## src/rtl/assert_macros.svh

```systemverilog
// assertion helpers, clocked and disabled during reset
`ifndef ASSERT_MACROS_SVH
`define ASSERT_MACROS_SVH

`define ASSERT_CLK(label, clk, rst_n, prop, msg) \
    label: assert property (@(posedge clk) disable iff (!rst_n) prop) else $error(msg);

`define ASSERT_NEVER(label, clk, rst_n, expr, msg) \
    label: assert property (@(posedge clk) disable iff (!rst_n) !(expr)) else $error(msg);

`endif

```

## src/rtl/tcse_pkg.sv

```systemverilog
package tcse_pkg;

    localparam int COLUMNS_DEF = 80;
    localparam int ROWS_DEF    = 25;

    localparam int CMD_W  = 2;
    localparam int BYTE_W = 8;
    localparam int IDX_W  = 11;

    localparam logic [2*BYTE_W-1:0] BLANK_CELL   = 16'h0720;
    localparam logic [BYTE_W-1:0]   NEWLINE_BYTE = 8'h0A;

    typedef enum logic [CMD_W-1:0] {
        CMD_PUT   = 2'd0,
        CMD_CLEAR = 2'd1,
        CMD_READ  = 2'd2,
        CMD_NONE  = 2'd3
    } t_cmd;

    typedef struct packed {
        logic do_put;
        logic do_clear;
        logic do_read;
        logic sweep_start;
        logic sweep_clear;
        logic out_load;
        logic out_sel_read;
        logic out_scrolled;
    } t_ctl;

    typedef struct packed {
        logic wrap;
        logic sweep_busy;
        logic sweep_done;
    } t_sts;

endpackage

```

## src/rtl/tcse_ctrl.sv

```systemverilog
module tcse_ctrl (
    input  logic            i_clk,
    input  logic            i_rst_n,
    input  logic            i_valid,
    input  tcse_pkg::t_cmd  i_cmd,
    output logic            o_stall,
    output logic            o_valid,
    input  logic            i_stall,
    input  tcse_pkg::t_sts  i_sts,
    output tcse_pkg::t_ctl  o_ctl
);
    import tcse_pkg::*;

    typedef enum logic [3:0] {
        S_BOOT  = 4'b0001,
        S_IDLE  = 4'b0010,
        S_SWEEP = 4'b0100,
        S_READ  = 4'b1000
    } t_state;

    t_state r_state, n_state;
    logic   r_out_valid, n_out_valid;
    logic   r_emit, n_emit;
    logic   r_scrl, n_scrl;
    logic   accept;
    t_ctl   ctl;

    assign o_stall = !((r_state == S_IDLE) && (!r_out_valid || !i_stall));
    assign accept  = i_valid && !o_stall;
    assign o_valid = r_out_valid;
    assign o_ctl   = ctl;

    always_comb begin
        n_state = r_state;
        n_emit  = r_emit;
        n_scrl  = r_scrl;
        ctl     = '0;
        unique case (r_state)
            S_BOOT: begin
                ctl.sweep_start = 1'b1;
                ctl.sweep_clear = 1'b1;
                n_emit          = 1'b0;
                n_scrl          = 1'b0;
                n_state         = S_SWEEP;
            end
            S_IDLE: begin
                if (accept) begin
                    unique case (i_cmd)
                        CMD_PUT: begin
                            ctl.do_put = 1'b1;
                            if (i_sts.wrap) begin
                                ctl.sweep_start = 1'b1;
                                n_emit          = 1'b1;
                                n_scrl          = 1'b1;
                                n_state         = S_SWEEP;
                            end else begin
                                ctl.out_load = 1'b1;
                            end
                        end
                        CMD_CLEAR: begin
                            ctl.do_clear    = 1'b1;
                            ctl.sweep_start = 1'b1;
                            ctl.sweep_clear = 1'b1;
                            n_emit          = 1'b1;
                            n_scrl          = 1'b0;
                            n_state         = S_SWEEP;
                        end
                        CMD_READ: begin
                            ctl.do_read = 1'b1;
                            n_state     = S_READ;
                        end
                        CMD_NONE: begin
                            ctl.out_load = 1'b1;
                        end
                    endcase
                end
            end
            S_SWEEP: begin
                if (i_sts.sweep_done) begin
                    ctl.out_load     = r_emit;
                    ctl.out_scrolled = r_scrl;
                    n_state          = S_IDLE;
                end
            end
            S_READ: begin
                ctl.out_load     = 1'b1;
                ctl.out_sel_read = 1'b1;
                n_state          = S_IDLE;
            end
            default: begin
                n_state = S_BOOT;
            end
        endcase
    end

    always_comb begin
        n_out_valid = r_out_valid;
        if (ctl.out_load) begin
            n_out_valid = 1'b1;
        end else if (r_out_valid && !i_stall) begin
            n_out_valid = 1'b0;
        end
    end

    always_ff @(posedge i_clk) begin
        if (!i_rst_n) begin
            r_state     <= S_BOOT;
            r_out_valid <= 1'b0;
            r_emit      <= 1'b0;
            r_scrl      <= 1'b0;
        end else begin
            r_state     <= n_state;
            r_out_valid <= n_out_valid;
            r_emit      <= n_emit;
            r_scrl      <= n_scrl;
        end
    end

endmodule

```

## config.mk

```make
export PLATFORM = sky130hd
export DESIGN_NAME = tcse_ctrl
export DESIGN_NICKNAME = d
export VERILOG_FILES = /design/src/rtl/assert_macros.svh /design/src/rtl/tcse_pkg.sv /design/src/rtl/tcse_ctrl.sv
export SDC_FILE = /design/constraint.sdc
export NUM_CORES = 1
export LEC_CHECK = 0
export BUFFER_PORTS_ARGS = -buffer_cell sky130_fd_sc_hd__clkbuf_2
export CORE_AREA = 4 4 41 43
export DETAILED_ROUTE_END_ITERATION = 6
export DIE_AREA = 0 0 45 47
export PLACE_DENSITY = 0.8
export SYNTH_ARGS = -nofsm -noshare
export SYNTH_HDL_FRONTEND = slang
export SYNTH_SLANG_ARGS = --single-unit
```

## constraint.sdc

```tcl
create_clock -name i_clk -period 3.9 [get_ports i_clk]
set_clock_uncertainty 0.15 [all_clocks]
set_input_delay 0.195 -clock i_clk [delete_from_list [all_inputs] [get_ports i_clk]]
set_output_delay 0.195 -clock i_clk [all_outputs]
set_load 0.005 [all_outputs]
```

==> flow_summary_export.csv <==
group,metric,value,unit
cts,clock-sinks,7,
routing,drt-vias-per-instance,5.769,
floorplanning,ioPinCount,19,
logic_synthesis,synth_area_leader_cell,"dfxtp_1",
timing,layout_min_cycle_time,2.045,ns
routing,vias,623,
worst_setup_path,crit_fanout,10,
logic_synthesis,synth-async-reset-ratio,0,%
logic_synthesis,synthCells,75,
worst_setup_path,rr_startpoint,"r_state[1]",
routing,routed_wl,1.451,mm
worst_setup_path,crit_path_start_kind,"flip-flop",
worst_setup_path,reg2reg_to,"r_emit",
logic_synthesis,yosysWarnings,0,
logic_synthesis,synth_ff_type,"dfxtp_1",
timing,max_slew.worst_pin.slew,0.5253,ns
place,place_inst,104,
place,dp_slack,2.051,ns
cts,path_clk_slew,0.05,ns
logic_synthesis,yosysUniqueCellTypes,36,
cts,htree_levels,1,
worst_setup_path,slowest_stage,"nor4b_4",
timing,fin_tns_setup,0,ns
worst_setup_path,end_kind,"output port",
global_routing,grt_max_degree,11,
timing,period_share,52.43,%
logic_synthesis,yosysMostFrequentCell,"inv_1",
logic_synthesis,syn_avg_cell_area,8.491,um^2
cells_and_area,antenna_cells,0,
global_routing,grt_pass1_vias,569,
cts,cts-root-buf,"clkbuf_4",
place,routabilityCongestion,0.7940,
cts,hold_buffers,0,
logic_synthesis,syn_area,636.9,um^2
floorplanning,coreArea,1301,um^2
floorplanning,placementRows,13,
timing,rsz0062_at_grt,"no",
cts,insertion_delay,0.25,ns
cts,cts_tree,"built",
routing,drtAntennaViolNets,0,
place,hpwl,1.154,mm
cts,clock_path_buffers,2,
cells_and_area,drive_gt1_share,31.18,%
timing,hold_violations,0,
worst_setup_path,max_stage_delay,0.49,ns
logic_synthesis,ys_ff_latch,7,
worst_setup_path,cp.arrival,1.70,ns
min_path,whs_path_depth,2,
cells_and_area,n_fill_cell,139,
worst_setup_path,crit_path_cell_trace,"nor4b_4 -> o2111ai_1 -> a21oi_1 -> clkbuf_2",
timing,slew_viol_final,0,
worst_setup_path,worstPathRequired,3.56,ns
timing,fmax,489.0,MHz
cts,cts_made_buffers,3,
floorplanning,die-height,47,um
power,p_leak,0.3350,nW
routing,drc,0,
global_routing,antenna_found_initial,0,
place,io_buffers,17,
run_status,status,"completed",
logic_synthesis,yosysSeqAreaShare,22.00,%
power,vdd_drop_max,0.0001070,V
min_path,hp-class,"in -> reg",
floorplanning,start_util,48.94,%
logic_synthesis,syn_nets,89,
worst_setup_path,reg2reg_setup_slack,2.21,ns
logic_synthesis,synth_common_cells,"inv_1, dfxtp_1, ha_1, o21ai_0",
routing,first_pass_iters,4,
global_routing,gr-usage-all-layers,15.10,%
logic_synthesis,synth_top_area_share,22.00,%
power,p_total,213.6,uW
power,power.density,287.4,nW/um^2
global_routing,grt_pass1_wl,2.346,mm
worst_setup_path,crit_type,"reg -> out",
min_path,hold_path.startpoint,"i_rst_n",
global_routing,grt_overflow,0,
worst_setup_path,crit_start,"r_state[1]",
worst_setup_path,worstRegToRegCells,3,
cells_and_area,nNetsFinal,108,
timing,setup_viol,0,
flow_run,drv_cap,0,
cells_and_area,area_growth,16.70,%
timing,maxSlewHeadroom,64.90,%
floorplanning,die_w,45,um
cts,cts_resized,0,
cts,post_cts_buffers,0,
routing,first_iter_violations,13,
min_path,min_to,"r_state[0]",
floorplanning,die_area,2115,um^2
cells_and_area,fin_cells,108,
logic_synthesis,synthTopCellsByArea,"dfxtp_1, ha_1, nor4b_4, inv_1, nor2b_1",
routing,wl_per_cell,13.44,um
timing,setup_slack,1.855,ns
logic_synthesis,synth_edf_count,0,
## metal layers
layer  GRT usage [%]  up-vias  part of all wire (%)  routed length, um
met1           18.00      288                    44                639
met3           2.299        4                   3.2                 46
met2           26.55       18                    51                734
met4           7.018        0                   2.1                 30
met5               0        -                     0                  0
li1                -      313                     -                  -
## cell type report
cell class                      instances  area (um^2)  area share, %
Clock buffer                            4        26.28          3.535
Sequential cell                         7        140.1          18.86
Inverter                                8        30.03          4.040
Tap cell                               15        18.77          2.525
Timing Repair Buffer                   17        85.08          11.45
Multi-Input combinational cell         57        442.9          59.60
## through the flow
step                util [%]  area (um^2)  hold WS (ns)
global route           57.12        743.2       0.04298
CTS                    57.12        743.2       0.02393
global placement       55.10        716.9        0.2802
finish                 57.12        743.2       0.02932
floorplan                  -        636.9        0.1212
detailed placement     55.10        716.9        0.2889
## cell usage in the layout, fill, tap and decap left out, types with 2 or more instances in the layout
master     synthesis  final
and2b_1            2      2
dfxtp_1            7      7
nor2b_1            4      4
clkbuf_4           0      3
nand3_1            2      2
o2111ai_1          2      2
a21oi_1            4      4
nor2_1             4      4
nand4b_1           2      2
o21ai_0            5      5
inv_1              8      8
clkbuf_2           0     17
ha_1               5      5
nand2_1            2      2
nor4b_4            2      2
and2_1             2      2
and3_2             3      3
## flip-flops by register name, summed over array words and instances (netlist names)
register / cells
o_valid: 1
r_emit: 1
r_scrl: 1
r_state: 4
## how the worst max path moves through the flow
stage,to,slack [ns],depth (start not counted)
after floorplan,o_ctl[2],2.33,5
after global placement,o_ctl[2],2.08,7
after detailed placement,o_ctl[2],2.05,7
after CTS,o_ctl[2],1.83,4
after global routing,o_ctl[2],1.65,4
final,o_ctl[2],1.86,4
## cells by family (layout without fill, tap and decap cells)
kind of cell | Yosys count | count (layout) | synth area share, %
fa+ha+maj | 5 | 5 | 9.823
compound gates | 23 | 23 | 26.13
flops | 7 | 7 | 22.00
buf+inv | 11 | 29 | 8.448
simple gates | 29 | 29 | 33.60
## report_power, final
part	switching (mW)	internal, mW	leakage, nW
Combinational	0.0293	0.0291	0.263
Clock	0.0271	0.0391	0.0150
Sequential	0.0124	0.0765	0.0570
## critical path, delay by kind of cell (launching register included)
| kind | cells | cell delay, ns |
|---|---|---|
| buf+inv | 1 | 0.13 |
| simple gates | 1 | 0.49 |
| flops | 1 | 0.45 |
| compound gates | 2 | 0.38 |
Note: power is estimated with default switching activity, not from simulation.
